<file path="config.mk">
export PLATFORM = sky130hd
export DESIGN_NAME = control_loop_health_guard
export DESIGN_NICKNAME = d
export VERILOG_FILES = /design/src/hw/rtl/clhg_pkg.sv /design/src/hw/rtl/control_loop_health_guard.sv /design/src/hw/rtl/clhg_step.sv
export VERILOG_INCLUDE_DIRS = /design/src /design/src/hw/rtl
export SDC_FILE = /design/constraint.sdc
export NUM_CORES = 1
export LEC_CHECK = 0
export BUFFER_PORTS_ARGS = -buffer_cell sky130_fd_sc_hd__buf_2
export CAP_MARGIN = 20
export CORE_UTILIZATION = 40
export CTS_BUF_LIST = sky130_fd_sc_hd__clkbuf_8
export CTS_CLUSTER_DIAMETER = 60
export DETAILED_ROUTE_END_ITERATION = 6
export SYNTH_ARGS = -nofsm -noshare
export SYNTH_HDL_FRONTEND = slang
export SYNTH_HIERARCHICAL = 1
export SYNTH_SLANG_ARGS = --single-unit
</file>
<file path="constraint.sdc">
create_clock -name clock -period 7.15 [get_ports clock]
set_input_delay 1.7875 -clock clock [delete_from_list [all_inputs] [get_ports clock]]
set_output_delay 1.7875 -clock clock [all_outputs]
set_load 0.005 [all_outputs]
</file>
<file path="src/hw/rtl/control_loop_health_guard_macros.svh">
// Assertion macros shared by the control loop health guard RTL.
`ifndef CONTROL_LOOP_HEALTH_GUARD_MACROS_SVH
`define CONTROL_LOOP_HEALTH_GUARD_MACROS_SVH

// Same-cycle implication, sampled on clock and disabled while reset is high.
`define CLHG_ASSERT_IMP(lbl, ante, cons, msg) \
   lbl: assert property (@(posedge clock) disable iff (reset) (ante) |-> (cons)) \
      else $error(msg);

// Next-cycle implication, sampled on clock and disabled while reset is high.
`define CLHG_ASSERT_NXT(lbl, ante, cons, msg) \
   lbl: assert property (@(posedge clock) disable iff (reset) (ante) |=> (cons)) \
      else $error(msg);

`endif

</file>
<file path="src/hw/rtl/clhg_pkg.sv">
// Types, codes and helpers shared by the control loop health guard.
package clhg_pkg;

   // Guard states as reported in the result item.
   typedef enum logic [1:0] {
      MODE_MONITOR = 2'd0,
      MODE_SUSPECT = 2'd1,
      MODE_LATCHED = 2'd2,
      MODE_RECOVER = 2'd3
   } clhg_mode_type;

   localparam int unsigned CountWidth  = 16;
   localparam int unsigned ReasonWidth = 9;
   localparam int unsigned CodeWidth   = 8;
   localparam int unsigned CsrIdxWidth = 8;

   // Reason codes held in the stored reason.
   localparam logic [ReasonWidth-1:0] RSN_NONE        = 9'd0;
   localparam logic [CodeWidth-1:0]   CODE_NONE       = 8'd0;
   localparam logic [CodeWidth-1:0]   CODE_DEADLINE   = 8'd1;
   localparam logic [ReasonWidth-1:0] RSN_WARMING     = 9'd256;
   localparam logic [ReasonWidth-1:0] RSN_HEALTHY     = 9'd257;
   localparam logic [ReasonWidth-1:0] RSN_UNHEALTHY   = 9'd258;
   localparam logic [ReasonWidth-1:0] RSN_RESUME_FAIL = 9'd259;

   // Configuration register indexes and reset values.
   localparam logic [CsrIdxWidth-1:0] CSR_UNHEALTHY_CONFIRM = 8'd0;
   localparam logic [CsrIdxWidth-1:0] CSR_RECOVERY_CONFIRM  = 8'd1;
   localparam logic [CountWidth-1:0]  UNHEALTHY_CONFIRM_RST = 16'd3;
   localparam logic [CountWidth-1:0]  RECOVERY_CONFIRM_RST  = 16'd10;

   // One input item.
   typedef struct packed {
      logic                 cmd;
      logic                 ready_req;
      logic                 healthy;
      logic [CodeWidth-1:0] reason_code;
      logic                 resume_ok;
   } clhg_item_type;

   // Guard state carried from item to item.
   typedef struct packed {
      clhg_mode_type          mode;
      logic [CountWidth-1:0]  unhealthy_run;
      logic [CountWidth-1:0]  recovery_run;
      logic [ReasonWidth-1:0] last_reason;
   } clhg_state_type;

   // One result item.
   typedef struct packed {
      logic [1:0]             guard_state;
      logic                   stop_pulse;
      logic                   hold_active;
      logic                   resume_allowed;
      logic                   resume_done;
      logic [ReasonWidth-1:0] reason_out;
   } clhg_result_type;

   // Run counter increment that sticks at its maximum.
   function automatic logic [CountWidth-1:0] sat_inc(input logic [CountWidth-1:0] v);
      sat_inc = (v == {CountWidth{1'b1}}) ? v : v + {{(CountWidth-1){1'b0}}, 1'b1};
   endfunction

   // A passed code, or the given fallback when no code was passed.
   function automatic logic [ReasonWidth-1:0] pick_reason(
      input logic [CodeWidth-1:0]   code,
      input logic [ReasonWidth-1:0] fallback
   );
      pick_reason = (code == CODE_NONE) ? fallback : {1'b0, code};
   endfunction

endpackage

</file>
<file path="src/hw/rtl/control_loop_health_guard.sv">
// Top level of the control loop health guard.
// A result item is registered and appears in the cycle after its input item is accepted.
// Throughput: one item per cycle; the guard state and the result register
// update together, and a new item is taken whenever the result register is
// empty or being taken. Synchronous reset returns the guard to monitoring,
// clears both runs and the reason, and restores the confirm counts to 3 and 10.
`include "control_loop_health_guard_macros.svh"

module control_loop_health_guard (
   input  logic        clock,
   input  logic        reset,
   // Input items.
   input  logic        req_tvalid,
   output logic        req_tready,
   input  logic [15:0] req_tdata,  // ready_req, healthy, reason_code[7:0], resume_ok, zero pad
   input  logic        req_tuser,  // cmd
   // Result items.
   output logic        rsp_tvalid,
   input  logic        rsp_tready,
   output logic [15:0] rsp_tdata,  // guard_state[1:0], stop_pulse, hold_active,
                                   // resume_allowed, resume_done, reason_out[8:0], zero pad
   // Configuration writes.
   input  logic                              csr_valid,
   output logic                              csr_ready,
   input  logic [clhg_pkg::CsrIdxWidth-1:0]  csr_index,
   input  logic [clhg_pkg::CountWidth-1:0]   csr_data
);
   import clhg_pkg::*;

   clhg_state_type        state_ff;
   clhg_state_type        state_in;
   clhg_item_type         item;
   clhg_result_type       result;
   logic [CountWidth-1:0] unh_confirm_ff;
   logic [CountWidth-1:0] rec_confirm_ff;
   logic                  rsp_valid_ff;
   logic [15:0]           rsp_data_ff;
   logic                  req_accept;

   // Unpack the input item.
   assign item.cmd         = req_tuser;
   assign item.ready_req   = req_tdata[0];
   assign item.healthy     = req_tdata[1];
   assign item.reason_code = req_tdata[9:2];
   assign item.resume_ok   = req_tdata[10];

   assign req_tready = !rsp_valid_ff || rsp_tready;
   assign req_accept = req_tvalid && req_tready;
   assign csr_ready  = 1'b1;

   clhg_step u_step (
      .cur_state         (state_ff),
      .item              (item),
      .unhealthy_confirm (unh_confirm_ff),
      .recovery_confirm  (rec_confirm_ff),
      .nxt_state         (state_in),
      .result            (result)
   );

   // Configuration registers.
   always_ff @(posedge clock) begin
      if (reset) begin
         unh_confirm_ff <= UNHEALTHY_CONFIRM_RST;
         rec_confirm_ff <= RECOVERY_CONFIRM_RST;
      end else if (csr_valid) begin
         case (csr_index)
            CSR_UNHEALTHY_CONFIRM: unh_confirm_ff <= csr_data;
            CSR_RECOVERY_CONFIRM:  rec_confirm_ff <= csr_data;
            default: ;
         endcase
      end
   end

   // Guard state advances on every accepted item.
   always_ff @(posedge clock) begin
      if (reset) begin
         state_ff.mode          <= MODE_MONITOR;
         state_ff.unhealthy_run <= '0;
         state_ff.recovery_run  <= '0;
         state_ff.last_reason   <= RSN_NONE;
      end else if (req_accept) begin
         state_ff <= state_in;
      end
   end

   // Result register and its valid flag.
   always_ff @(posedge clock) begin
      if (reset) begin
         rsp_valid_ff <= 1'b0;
      end else if (req_accept) begin
         rsp_valid_ff <= 1'b1;
      end else if (rsp_tready) begin
         rsp_valid_ff <= 1'b0;
      end
   end

   always_ff @(posedge clock) begin
      if (req_accept) begin
         rsp_data_ff <= {1'b0, result.reason_out, result.resume_done, result.resume_allowed,
                         result.hold_active, result.stop_pulse, result.guard_state};
      end
   end

   assign rsp_tvalid = rsp_valid_ff;
   assign rsp_tdata  = rsp_data_ff;

   // Checks on the guard's own bookkeeping.
   `CLHG_ASSERT_NXT(a_accept_gives_result, req_accept, rsp_tvalid, "accepted item gave no result")
   `CLHG_ASSERT_IMP(a_stop_only_latched, rsp_tvalid && rsp_tdata[2], rsp_tdata[1:0] == MODE_LATCHED, "stop pulse outside latched")
   `CLHG_ASSERT_IMP(a_unh_run_suspect, state_ff.unhealthy_run != '0, state_ff.mode == MODE_SUSPECT, "unhealthy run outside suspect")
   `CLHG_ASSERT_IMP(a_done_monitor, rsp_tvalid && rsp_tdata[5], rsp_tdata[1:0] == MODE_MONITOR && rsp_tdata[14:6] == RSN_HEALTHY, "resume_done without healthy monitoring")

endmodule

</file>
<file path="src/hw/rtl/clhg_step.sv">
// Next-state and result logic of the health guard for one item.
module clhg_step (
   input  clhg_pkg::clhg_state_type          cur_state,
   input  clhg_pkg::clhg_item_type           item,
   input  logic [clhg_pkg::CountWidth-1:0]   unhealthy_confirm,
   input  logic [clhg_pkg::CountWidth-1:0]   recovery_confirm,
   output clhg_pkg::clhg_state_type          nxt_state,
   output clhg_pkg::clhg_result_type         result
);
   import clhg_pkg::*;

   logic [CountWidth-1:0]  unh_inc;
   logic [CountWidth-1:0]  rec_inc;
   logic [ReasonWidth-1:0] unh_reason;
   logic                   stop_pulse;
   logic                   resume_done;

   assign unh_inc    = sat_inc(cur_state.unhealthy_run);
   assign rec_inc    = sat_inc(cur_state.recovery_run);
   assign unh_reason = pick_reason(item.reason_code, RSN_UNHEALTHY);

   // Decide the new state for this item.
   always_comb begin
      nxt_state    = cur_state;
      stop_pulse   = 1'b0;
      resume_done  = 1'b0;
      if (item.cmd) begin
         // Resume completion only acts while recovered.
         if (cur_state.mode == MODE_RECOVER) begin
            nxt_state.unhealthy_run = '0;
            nxt_state.recovery_run  = '0;
            if (item.resume_ok) begin
               nxt_state.mode        = MODE_MONITOR;
               nxt_state.last_reason = RSN_HEALTHY;
               resume_done           = 1'b1;
            end else begin
               nxt_state.mode        = MODE_LATCHED;
               nxt_state.last_reason = RSN_RESUME_FAIL;
            end
         end
      end else if (!item.ready_req) begin
         // Loop not warmed up: clear runs, record the reason, and leave suspect or recover.
         nxt_state.unhealthy_run = '0;
         nxt_state.recovery_run  = '0;
         nxt_state.last_reason   = pick_reason(item.reason_code, RSN_WARMING);
         if (cur_state.mode == MODE_SUSPECT) begin
            nxt_state.mode = MODE_MONITOR;
         end else if (cur_state.mode == MODE_RECOVER) begin
            nxt_state.mode = MODE_LATCHED;
         end
      end else if (item.healthy) begin
         // Healthy sample: return to monitoring from suspect, count toward recovery while latched.
         nxt_state.unhealthy_run = '0;
         if (cur_state.mode == MODE_MONITOR || cur_state.mode == MODE_SUSPECT) begin
            nxt_state.mode         = MODE_MONITOR;
            nxt_state.recovery_run = '0;
            nxt_state.last_reason  = pick_reason(item.reason_code, RSN_HEALTHY);
         end else if (cur_state.mode == MODE_LATCHED) begin
            nxt_state.recovery_run = rec_inc;
            if (rec_inc >= recovery_confirm) begin
               nxt_state.mode = MODE_RECOVER;
            end
         end
      end else begin
         // Unhealthy sample: relatch, latch on confirm or a deadline code, or become suspect.
         nxt_state.recovery_run = '0;
         nxt_state.last_reason  = unh_reason;
         if (cur_state.mode == MODE_LATCHED || cur_state.mode == MODE_RECOVER) begin
            nxt_state.mode          = MODE_LATCHED;
            nxt_state.unhealthy_run = '0;
         end else if (item.reason_code == CODE_DEADLINE || unh_inc >= unhealthy_confirm) begin
            nxt_state.mode          = MODE_LATCHED;
            nxt_state.unhealthy_run = '0;
            stop_pulse              = 1'b1;
         end else begin
            nxt_state.mode          = MODE_SUSPECT;
            nxt_state.unhealthy_run = unh_inc;
         end
      end
   end

   // The result reports the decision from the new state.
   always_comb begin
      result.guard_state    = nxt_state.mode;
      result.stop_pulse     = stop_pulse;
      result.hold_active    = (nxt_state.mode == MODE_LATCHED) ||
                              (nxt_state.mode == MODE_RECOVER);
      result.resume_allowed = (nxt_state.mode == MODE_RECOVER);
      result.resume_done    = resume_done;
      result.reason_out     = nxt_state.last_reason;
   end

endmodule
</file>
==> impl_metrics.tcl, run 1 <==
set metrics [dict create \
    grt.busiest_layer "met2" \
    ys.flop_type "dfxtp_1" \
    hold_class "flop to flop" \
    ant_nets 0 \
    netlist_instances 756 \
    min_period_ps 4930 \
    grt_antenna_before_repair 0 \
    synth_mux_area_share_pct 6.52 \
    first_iter_violations 335 \
    grt-ovfl-total 0 \
    cts_buffer_depth 2 \
    yosysWarnings 6 \
    drt-wirelength-per-cell_microns 16.5 \
    core-area_sq_um 15100 \
    synth_compound_gate_area_share_pct 20.1 \
    cts_root_buf "clkbuf_8" \
    yosysUniqueCellTypes 66 \
    required_ps 5360 \
    synth-xor-area-share_pct 2.84 \
    setup_violations 0 \
    grtUsageMet1_pct 24.1 \
    regArea_sq_um 1970 \
    cts_made_buffers 9 \
    final_cell_area_sq_um 6620 \
    grt_pass1_vias 5277 \
    grt_first_pass_wirelength_mm 25.9 \
    netlist_area_sq_um 6160 \
    clk_latency_ps 390 \
    multi_input_area_sq_um 3690 \
    gp_congestion 0.844 \
    nets 849 \
    synth_top_family_by_area "simple AND/OR/NAND/NOR gates" \
    synth_nets 836 \
    synth_edf_count 15 \
    worst_slack_ps 2220 \
    rsz0062_at_grt "no" \
    numPortBuffers 57 \
    hold_viol_final 0 \
    antenna-diode-count 0 \
    drt-total-wl_mm 15.9 \
    max_cap_viol_count 0 \
    status "completed" \
    use_met3_pct 4.80 \
    cts_htree_levels 3 \
    max_slew_margin_pct 39.1 \
    dpl-instance-area_sq_um 6390 \
    preCtsSetupSlack_ps 2230 \
    async_flop_share_pct 0 \
    tightest_slew_ps 913 \
    synth_simple_gate_area_share_pct 23.3 \
    dieArea_sq_um 15900 \
    ctsResizeCount 0 \
    path_clk_slew_ps 100 \
    fill_cells 1484 \
    power_mw 1.00 \
    endpoint_kind "output pin" \
    final_max_slew_viol_count 0 \
    layout-drive-gt1-share_pct 14.1 \
    num_vias 5503 \
    grt_usage_pct 20.6 \
    cts_hold_buf 0 \
    power.leakage_nw 2.59 \
    skew_ps 15.0 \
    use_met2_pct 36.5 \
    critPathMaxFanout 45 \
    syn_to_final_growth_pct 7.41 \
    dp_hpwl_mm 11.0 \
    cts_setup_buffers 0 \
    path_class "primary input to output pin" \
    p_per_area_nw_per_um2 151 \
    synthAdderAreaFrac_pct 6.90 \
    finalCoreUtilization_pct 43.7 \
    worst_setup_path_start_kind "primary input" \
    vias_per_cell 5.72 \
    drcViolationCount 0 \
    seq_area_frac_synth_pct 32.0 \
    cts_tree "built" \
    period_share_pct 69.0 \
    die_h_microns 126 \
    avgSynthCellArea_sq_um 8.15 \
    rows 45 \
    grt_max_degree 93 \
    ys_seq_elements 91 \
    crit_arrival_ps 3140 \
    firstDrtPassIters 7 \
    fmax_mhz 203 \
    ir_drop_v 0.000112 \
    finalSetupTns_ps 0 \
    start_util_pct 40.7 \
    io_pins 65 \
    die_w_microns 126 \
    cts_sinks 91 \
]
-- through the flow --
stage / std cells / hold WS [ps]
after detailed placement: 945 / 467
final: 962 / 480
after global routing: 962 / 504
after global placement: 945 / 462
after floorplan: 756 / 448
after CTS: 961 / 484
-- where the power goes --
group | total, mW | internal, mW | switching (mW) | leakage, nW
combinational | 0.0868 | 0.0300 | 0.0568 | 1.72
clock | 0.380 | 0.169 | 0.211 | 0.107
sequential | 0.534 | 0.530 | 0.00426 | 0.764
total | 1.00 | 0.728 | 0.273 | 2.59
-- cells in the final DEF, fill, tap and decap left out, drive strengths merged, types with 15 or more instances in the layout --
master / count
o21ai: 78
dfxtp: 76
a21oi: 74
nand3: 67
buf: 64
nand2: 53
inv: 48
nand2b: 42
mux2i: 39
nor2: 36
ha: 34
edfxtp: 15
-- registers in the layout, summed over array words and instances (netlist names) --
signal and cells:
state_ff 43, rec_confirm_ff 16, unh_confirm_ff 16, rsp_tdata 15
rsp_tvalid 1
-- critical path, stage by stage --
cell	delay, ps
buf_2	100
nor2b_2	90
buf_4	390
inv_2	470
buf_2	280
-- synthesized netlist by cell type (3+ instances only) --
cell       number  area (sq um)
and3_1          4          25.0
dfxtp_1        76          1520
edfxtp_1       15           450
nor2b_1         3          18.8
a211oi_1        3          22.5
nand3_2         3          30.0
buf_2           3          15.0
a31oi_1        11          68.8
o211ai_1        3          22.5
clkbuf_1       34           128
o2bb2ai_1       3          26.3
nand2_1        53           199
buf_6           5          56.3
nor4_4          3          63.8
nand3_1        63           315
nor3_1          5          25.0
xnor2_1        14           123
nand2b_1       42           263
and4_1          3          26.3
inv_1          42           158
o21ai_0        77           385
mux2i_1        39           390
buf_1           3          11.3
xor2_1          6          52.6
a21oi_1        74           370
a22o_1         10          87.6
nand4_1        13          81.3
o21a_1          8          60.1
nor2_1         36           135
ha_1           34           425
or2_2           3          18.8
a21o_1          9          67.6
buf_4          15           113
-- path summary, 6_finish.rpt --
check / slack [ps] / cells after the start / startpoint / to
setup / recovery: 2220 / 5 / rsp_tready / req_tready
hold / removal: 480 / 2 / rec_confirm_ff[14] / rec_confirm_ff[14]
setup reg to reg: 2930 / 16 / state_ff[25] / state_ff[26]
hold reg to reg: 480 / 2 / rec_confirm_ff[14] / rec_confirm_ff[14]
-- cell type report --
class	count	area share [%]
Multi-Input combinational cell	560	55.7
Sequential cell	91	29.8
Timing Repair Buffer	64	5.41
Tap cell	188	3.55
Inverter	43	2.44
Clock buffer	9	1.87
Clock inverter	7	1.23
-- per-layer routing --
metal	wire [microns]	vias to the layer above
li1	-	2704
met1	6980	2642
met2	7920	128
met3	671	29
met4	337	0
met5	0	-
-- logic make-up after synthesis --
group | Yosys count
XOR/XNOR | 20
flip-flops | 91
other | 2
AO/OA/AOI/OAI | 211
buffers and inverters | 105
AND/OR/NAND/NOR | 253
adder cells (fa/ha/maj) | 34
multiplexers | 40
Power figures use the tool's default switching activity.
==> run 2: changes to the inputs <==
clock period = 4.1 ns   (was 7.15 ns; I/O delays follow)
==> run 2 against run 1 <==
Against the previous run: clock-buffer cell count is the same; via count grew 1.6%; cell area grew 1.2%; worst setup slack lost 1900 ps; routed wire length grew 3.3%; non-clock buffer count grew 12; critical endpoint is now state_ff[26]; largest cell class unchanged; largest power group unchanged; highest routed layer unchanged.
==> impl_metrics.tcl, run 2 (synthesis results as in run 1) <==
set metrics [dict create \
    grt-ovfl-total 0 \
    period_share_pct 91.5 \
    layout-drive-gt1-share_pct 15.5 \
    core-area_sq_um 15100 \
    cts_made_buffers 9 \
    ir_drop_v 0.000160 \
    drcViolationCount 0 \
    placed_cells 958 \
    path_clk_slew_ps 100 \
    final_cells 974 \
    drt-wirelength-per-cell_microns 16.9 \
    largest_register "state_ff" \
    cp_cell_sequence "nand4_1 -> nor4_4 -> and2b_1 -> nor3b_1 -> xor2_1 -> ha_1 -> and3_1 -> a221oi_2 -> a2bb2oi_2 -> nor4b_4 -> buf_12 -> a21oi_1 -> o21ai_0 -> nand3_1 -> a21oi_1" \
    crit_arrival_ps 4070 \
    hold_class "flop to flop" \
    critPathMaxFanout 24 \
    tightest_slew_ps 927 \
    grt_antenna_before_repair 0 \
    fmax_mhz 267 \
    grt_first_pass_wirelength_mm 26.5 \
    dieArea_sq_um 15900 \
    die_h_microns 126 \
    cts_root_buf "clkbuf_8" \
    syn_to_final_growth_pct 8.69 \
    dp_hpwl_mm 11.5 \
    clk_latency_ps 390 \
    top_regs "state_ff: 43 flops, rec_confirm_ff: 16 flops, unh_confirm_ff: 16 flops" \
    rsz0062_at_grt "no" \
    num_vias 5592 \
    die_w_microns 126 \
    nets 861 \
    firstDrtPassIters 5 \
    drt-total-wl_mm 16.4 \
    antenna-diode-count 0 \
    critical-path-slowest-cell "dfxtp_1" \
    finalSetupTns_ps 0 \
    slowest_delay_ps 450 \
    cts_buffer_depth 2 \
    start_util_pct 40.7 \
    status "completed" \
    dpl-instance-area_sq_um 6500 \
    cts_tree "built" \
    path_class "flop to flop" \
    vias_per_cell 5.74 \
    io_pins 65 \
    hold_viol_final 0 \
    grt_max_degree 53 \
    endpoint_kind "flop" \
    path_common_cell "a21oi_1" \
    max_cap_viol_count 0 \
    ant_nets 0 \
    p_per_area_nw_per_um2 254 \
    numPortBuffers 57 \
    cts_htree_levels 3 \
    required_ps 4420 \
    worst_setup_path_start_kind "flop" \
    final_cell_area_sq_um 6700 \
    layout_commonest_cell "o21ai_0" \
    power.leakage_nw 2.63 \
    setup_violations 0 \
    min_period_ps 3750 \
    max_slew_margin_pct 38.1 \
    gp_congestion 0.870 \
    layout_common_cells "77 x o21ai_0, 76 x dfxtp_1, 74 x a21oi_1" \
    largest_reg_flops 43 \
    final_max_slew_viol_count 0 \
    skew_ps 11.8 \
    cts_hold_buf 0 \
    grt_usage_pct 21.1 \
    grt_pass1_vias 5372 \
    rows 45 \
    first_iter_violations 408 \
    cts_sinks 91 \
]
run 2: changes by cell type in the layout (fill, tap and decap cells not counted), sizes merged:
cell	previous run	this run
bufinv	1	0
inv	48	46
clkinvlp	0	2
buf	64	76
clkinv	1	2
run 2: metal layers:
metal / track usage, % / wire (microns) / share of wire [%] / vias up
li1: - / - / - / 2725
met1: 24.9 / 7070 / 43 / 2677
met2: 38.2 / 8170 / 50 / 168
met3: 3.87 / 861 / 5.2 / 22
met4: 7.16 / 325 / 2.0 / 0
met5: 0 / 0 / 0 / -
run 2: critical path: cells and delay by family (launching register included):
family | cells | cell delay (ps)
flip-flops | 1 | 450
buffers and inverters | 1 | 200
XOR/XNOR | 1 | 200
adder cells (fa/ha/maj) | 1 | 260
AND/OR/NAND/NOR | 7 | 1620
AO/OA/AOI/OAI | 5 | 940
run 2: final timing paths:
check	start	end	slack, ps	depth (start not counted)
max	state_ff[33]	state_ff[26]	350	15
max reg2reg	state_ff[33]	state_ff[26]	350	15
min reg2reg	rec_confirm_ff[14]	rec_confirm_ff[14]	480	2
min	rec_confirm_ff[14]	rec_confirm_ff[14]	480	2
run 2: timing repair:
| item | in CTS | in global routing |
|---|---|---|
| setup buffers | 0 | 0 |
| endpoints found under the setup margin | 0 | 5 |
| resized for setup | 0 | 1 |
run 2: cell type report:
type	instances	area, sq um
clock buffer	9	124
clock inverter	7	71.3
fill	1462	8450
inverter	43	161
multi-input combinational	560	3690
sequential	91	1970
tap	188	235
timing repair buffer	76	440
run 2: report_power, final:
group	switching, mW	internal [mW]
Combinational	0.103	0.0539
Sequential	0.00647	0.924
Clock	0.378	0.237
run 2: stage by stage:
| step | setup slack (ps) | power (mW) | util [%] | hold WS [ps] |
|---|---|---|---|---|
| CTS | 249 | 1.72 | 44.2 | 483 |
| floorplan | 596 | 1.05 | - | 448 |
| finish | 348 | 1.70 | 44.2 | 481 |
| global route | 69.0 | 1.77 | 44.2 | 501 |
| detailed placement | 284 | 1.11 | 42.9 | 466 |
| global placement | 368 | 1.10 | 42.9 | 462 |
==> run 3: changes to the inputs <==
SETUP_SLACK_MARGIN = 0.5   (was not set)
==> run 3 against run 2 <==
Against the previous run: clock power about the same; non-clock buffer count grew 18; via count up 1.1%.
==> impl_metrics.tcl, run 3 (synthesis results as in run 1) <==
set metrics [dict create \
    slowest_delay_ps 390 \
    grt-ovfl-total 0 \
    die_h_microns 126 \
    path_class "flop to flop" \
    core-area_sq_um 15100 \
    hold_class "flop to flop" \
    max_slew_margin_pct 37.3 \
    dpl-instance-area_sq_um 6500 \
    tightest_slew_ps 939 \
    status "completed" \
    grt_first_pass_wirelength_mm 26.7 \
    hold_viol_final 0 \
    vias_per_cell 5.70 \
    cp.depth 16 \
    fmax_mhz 282 \
    min_period_ps 3550 \
    syn_to_final_growth_pct 14.0 \
    grt_max_degree 53 \
    ir_drop_v 0.000160 \
    crit_family "compound AO/OA/AOI/OAI gates" \
    layout-drive-gt1-share_pct 21.6 \
    hold_depth 2 \
    die_w_microns 126 \
    period_share_pct 86.6 \
    drt-total-wl_mm 17.0 \
    crit_buf_inv 3 \
    rsz0062_at_grt "yes" \
    worst_setup_path_start_kind "flop" \
    nets 879 \
    use_met2_pct 38.8 \
    power.leakage_nw 2.79 \
    largest_register "state_ff" \
    endpoint_kind "flop" \
    reg2reg_depth 16 \
    cts_root_buf "clkbuf_8" \
    start_util_pct 40.7 \
    setup_violations 0 \
    finalCoreUtilization_pct 46.4 \
    grtUsageMet1_pct 25.0 \
    critical-path-slowest-cell "dfxtp_4" \
    num_vias 5653 \
    layout_commonest_cell "o21ai_0" \
    multi_input_area_sq_um 3840 \
    rows 45 \
    layout_common_cells "76 x o21ai_0, 73 x a21oi_1, 63 x dfxtp_1" \
    r2r_slack_ps 550 \
    top_regs "state_ff: 43 flops, rec_confirm_ff: 16 flops, unh_confirm_ff: 16 flops" \
    use_met3_pct 3.87 \
    finalSetupTns_ps 0 \
    drt-wirelength-per-cell_microns 17.1 \
    regArea_sq_um 1990 \
    ant_nets 0 \
    skew_ps 14.0 \
    antenna-diode-count 0 \
    cts_made_buffers 9 \
    max_cap_viol_count 0 \
    clk_latency_ps 390 \
    grt_antenna_before_repair 0 \
    grt_usage_pct 21.3 \
    path_clk_slew_ps 110 \
    cp_cell_sequence "nand4_1 -> buf_6 -> or3_4 -> o21a_4 -> xor2_1 -> ha_1 -> and3_4 -> a221oi_4 -> a2bb2oi_4 -> nor4b_4 -> buf_4 -> buf_12 -> a31oi_1 -> a31oi_1 -> nand3_1 -> a21oi_1" \
    cts_sinks 91 \
    path_common_cell "a31oi_1" \
    first_iter_violations 386 \
    final_max_slew_viol_count 0 \
    firstDrtPassIters 6 \
    drcViolationCount 0 \
    largest_reg_flops 43 \
    fill_cells 1439 \
    crit_arrival_ps 3860 \
    cts_htree_levels 3 \
    critPathMaxFanout 12 \
    numPortBuffers 57 \
    dieArea_sq_um 15900 \
    gp_congestion 0.870 \
    cts_tree "built" \
    required_ps 4410 \
    cts_buffer_depth 2 \
    grt_pass1_vias 5425 \
    grt.busiest_layer "met2" \
    final_cell_area_sq_um 7030 \
    io_pins 65 \
    p_per_area_nw_per_um2 243 \
    dp_hpwl_mm 11.5 \
]
-- run 3: path summary, 6_finish.rpt --
| path | start | endpoint |
|---|---|---|
| hold reg to reg | rec_confirm_ff[13] | rec_confirm_ff[13] |
| hold / removal | rec_confirm_ff[13] | rec_confirm_ff[13] |
| setup / recovery | state_ff[34] | state_ff[36] |
| setup reg to reg | state_ff[34] | state_ff[36] |
-- run 3: metrics by stage --
step           setup slack, ps  instances  hold WS, ps  power, mW
6_report                   551        992          484       1.71
5_1_grt                    372        992          501       1.77
4_1_cts                    512        977          483       1.72
3_5_place_dp               284        958          466       1.11
3_3_place_gp               368        958          462       1.10
2_1_floorplan              596        756          448       1.05
-- run 3: what timing repair did --
| item | in CTS | in global routing |
|---|---|---|
| hold buffers | 0 | 0 |
| gates cloned | 0 | 1 |
| pin swaps | 3 | 13 |
| resized for setup | 7 | 42 |
| buffers inserted | 3 | 14 |
| setup endpoints to repair | 18 | 19 |
-- run 3: final cells by class --
cell class	count	share of cell area [%]
multi-input combinational	560	54.7
sequential	91	28.4
timing repair buffer	94	8.55
tap	188	3.35
inverter	43	2.30
clock buffer	9	1.76
clock inverter	7	1.01
-- run 3: layer usage --
layer,part of all wire (%),wire [microns],up-vias
li1,-,-,2757
met1,44,7410,2701
met2,49,8410,165
met3,4.9,837,30
met4,2.0,348,0
met5,0,0,-
-- run 3: where the power goes --
part	internal, mW	switching (mW)
Combinational	0.0576	0.106
Clock	0.237	0.378
Sequential	0.922	0.00659
-- run 3: worst reg2reg max path, cell delays in order, from the launching register on --
cell and delay, ps:
dfxtp_4 390, nand4_1 110, buf_6 150, or3_4 350, o21a_4 260, xor2_1 150
ha_1 320, and3_4 190, a221oi_4 290, a2bb2oi_4 220, nor4b_4 250, buf_4 170
buf_12 130, a31oi_1 100, a31oi_1 160, nand3_1 90, a21oi_1 160
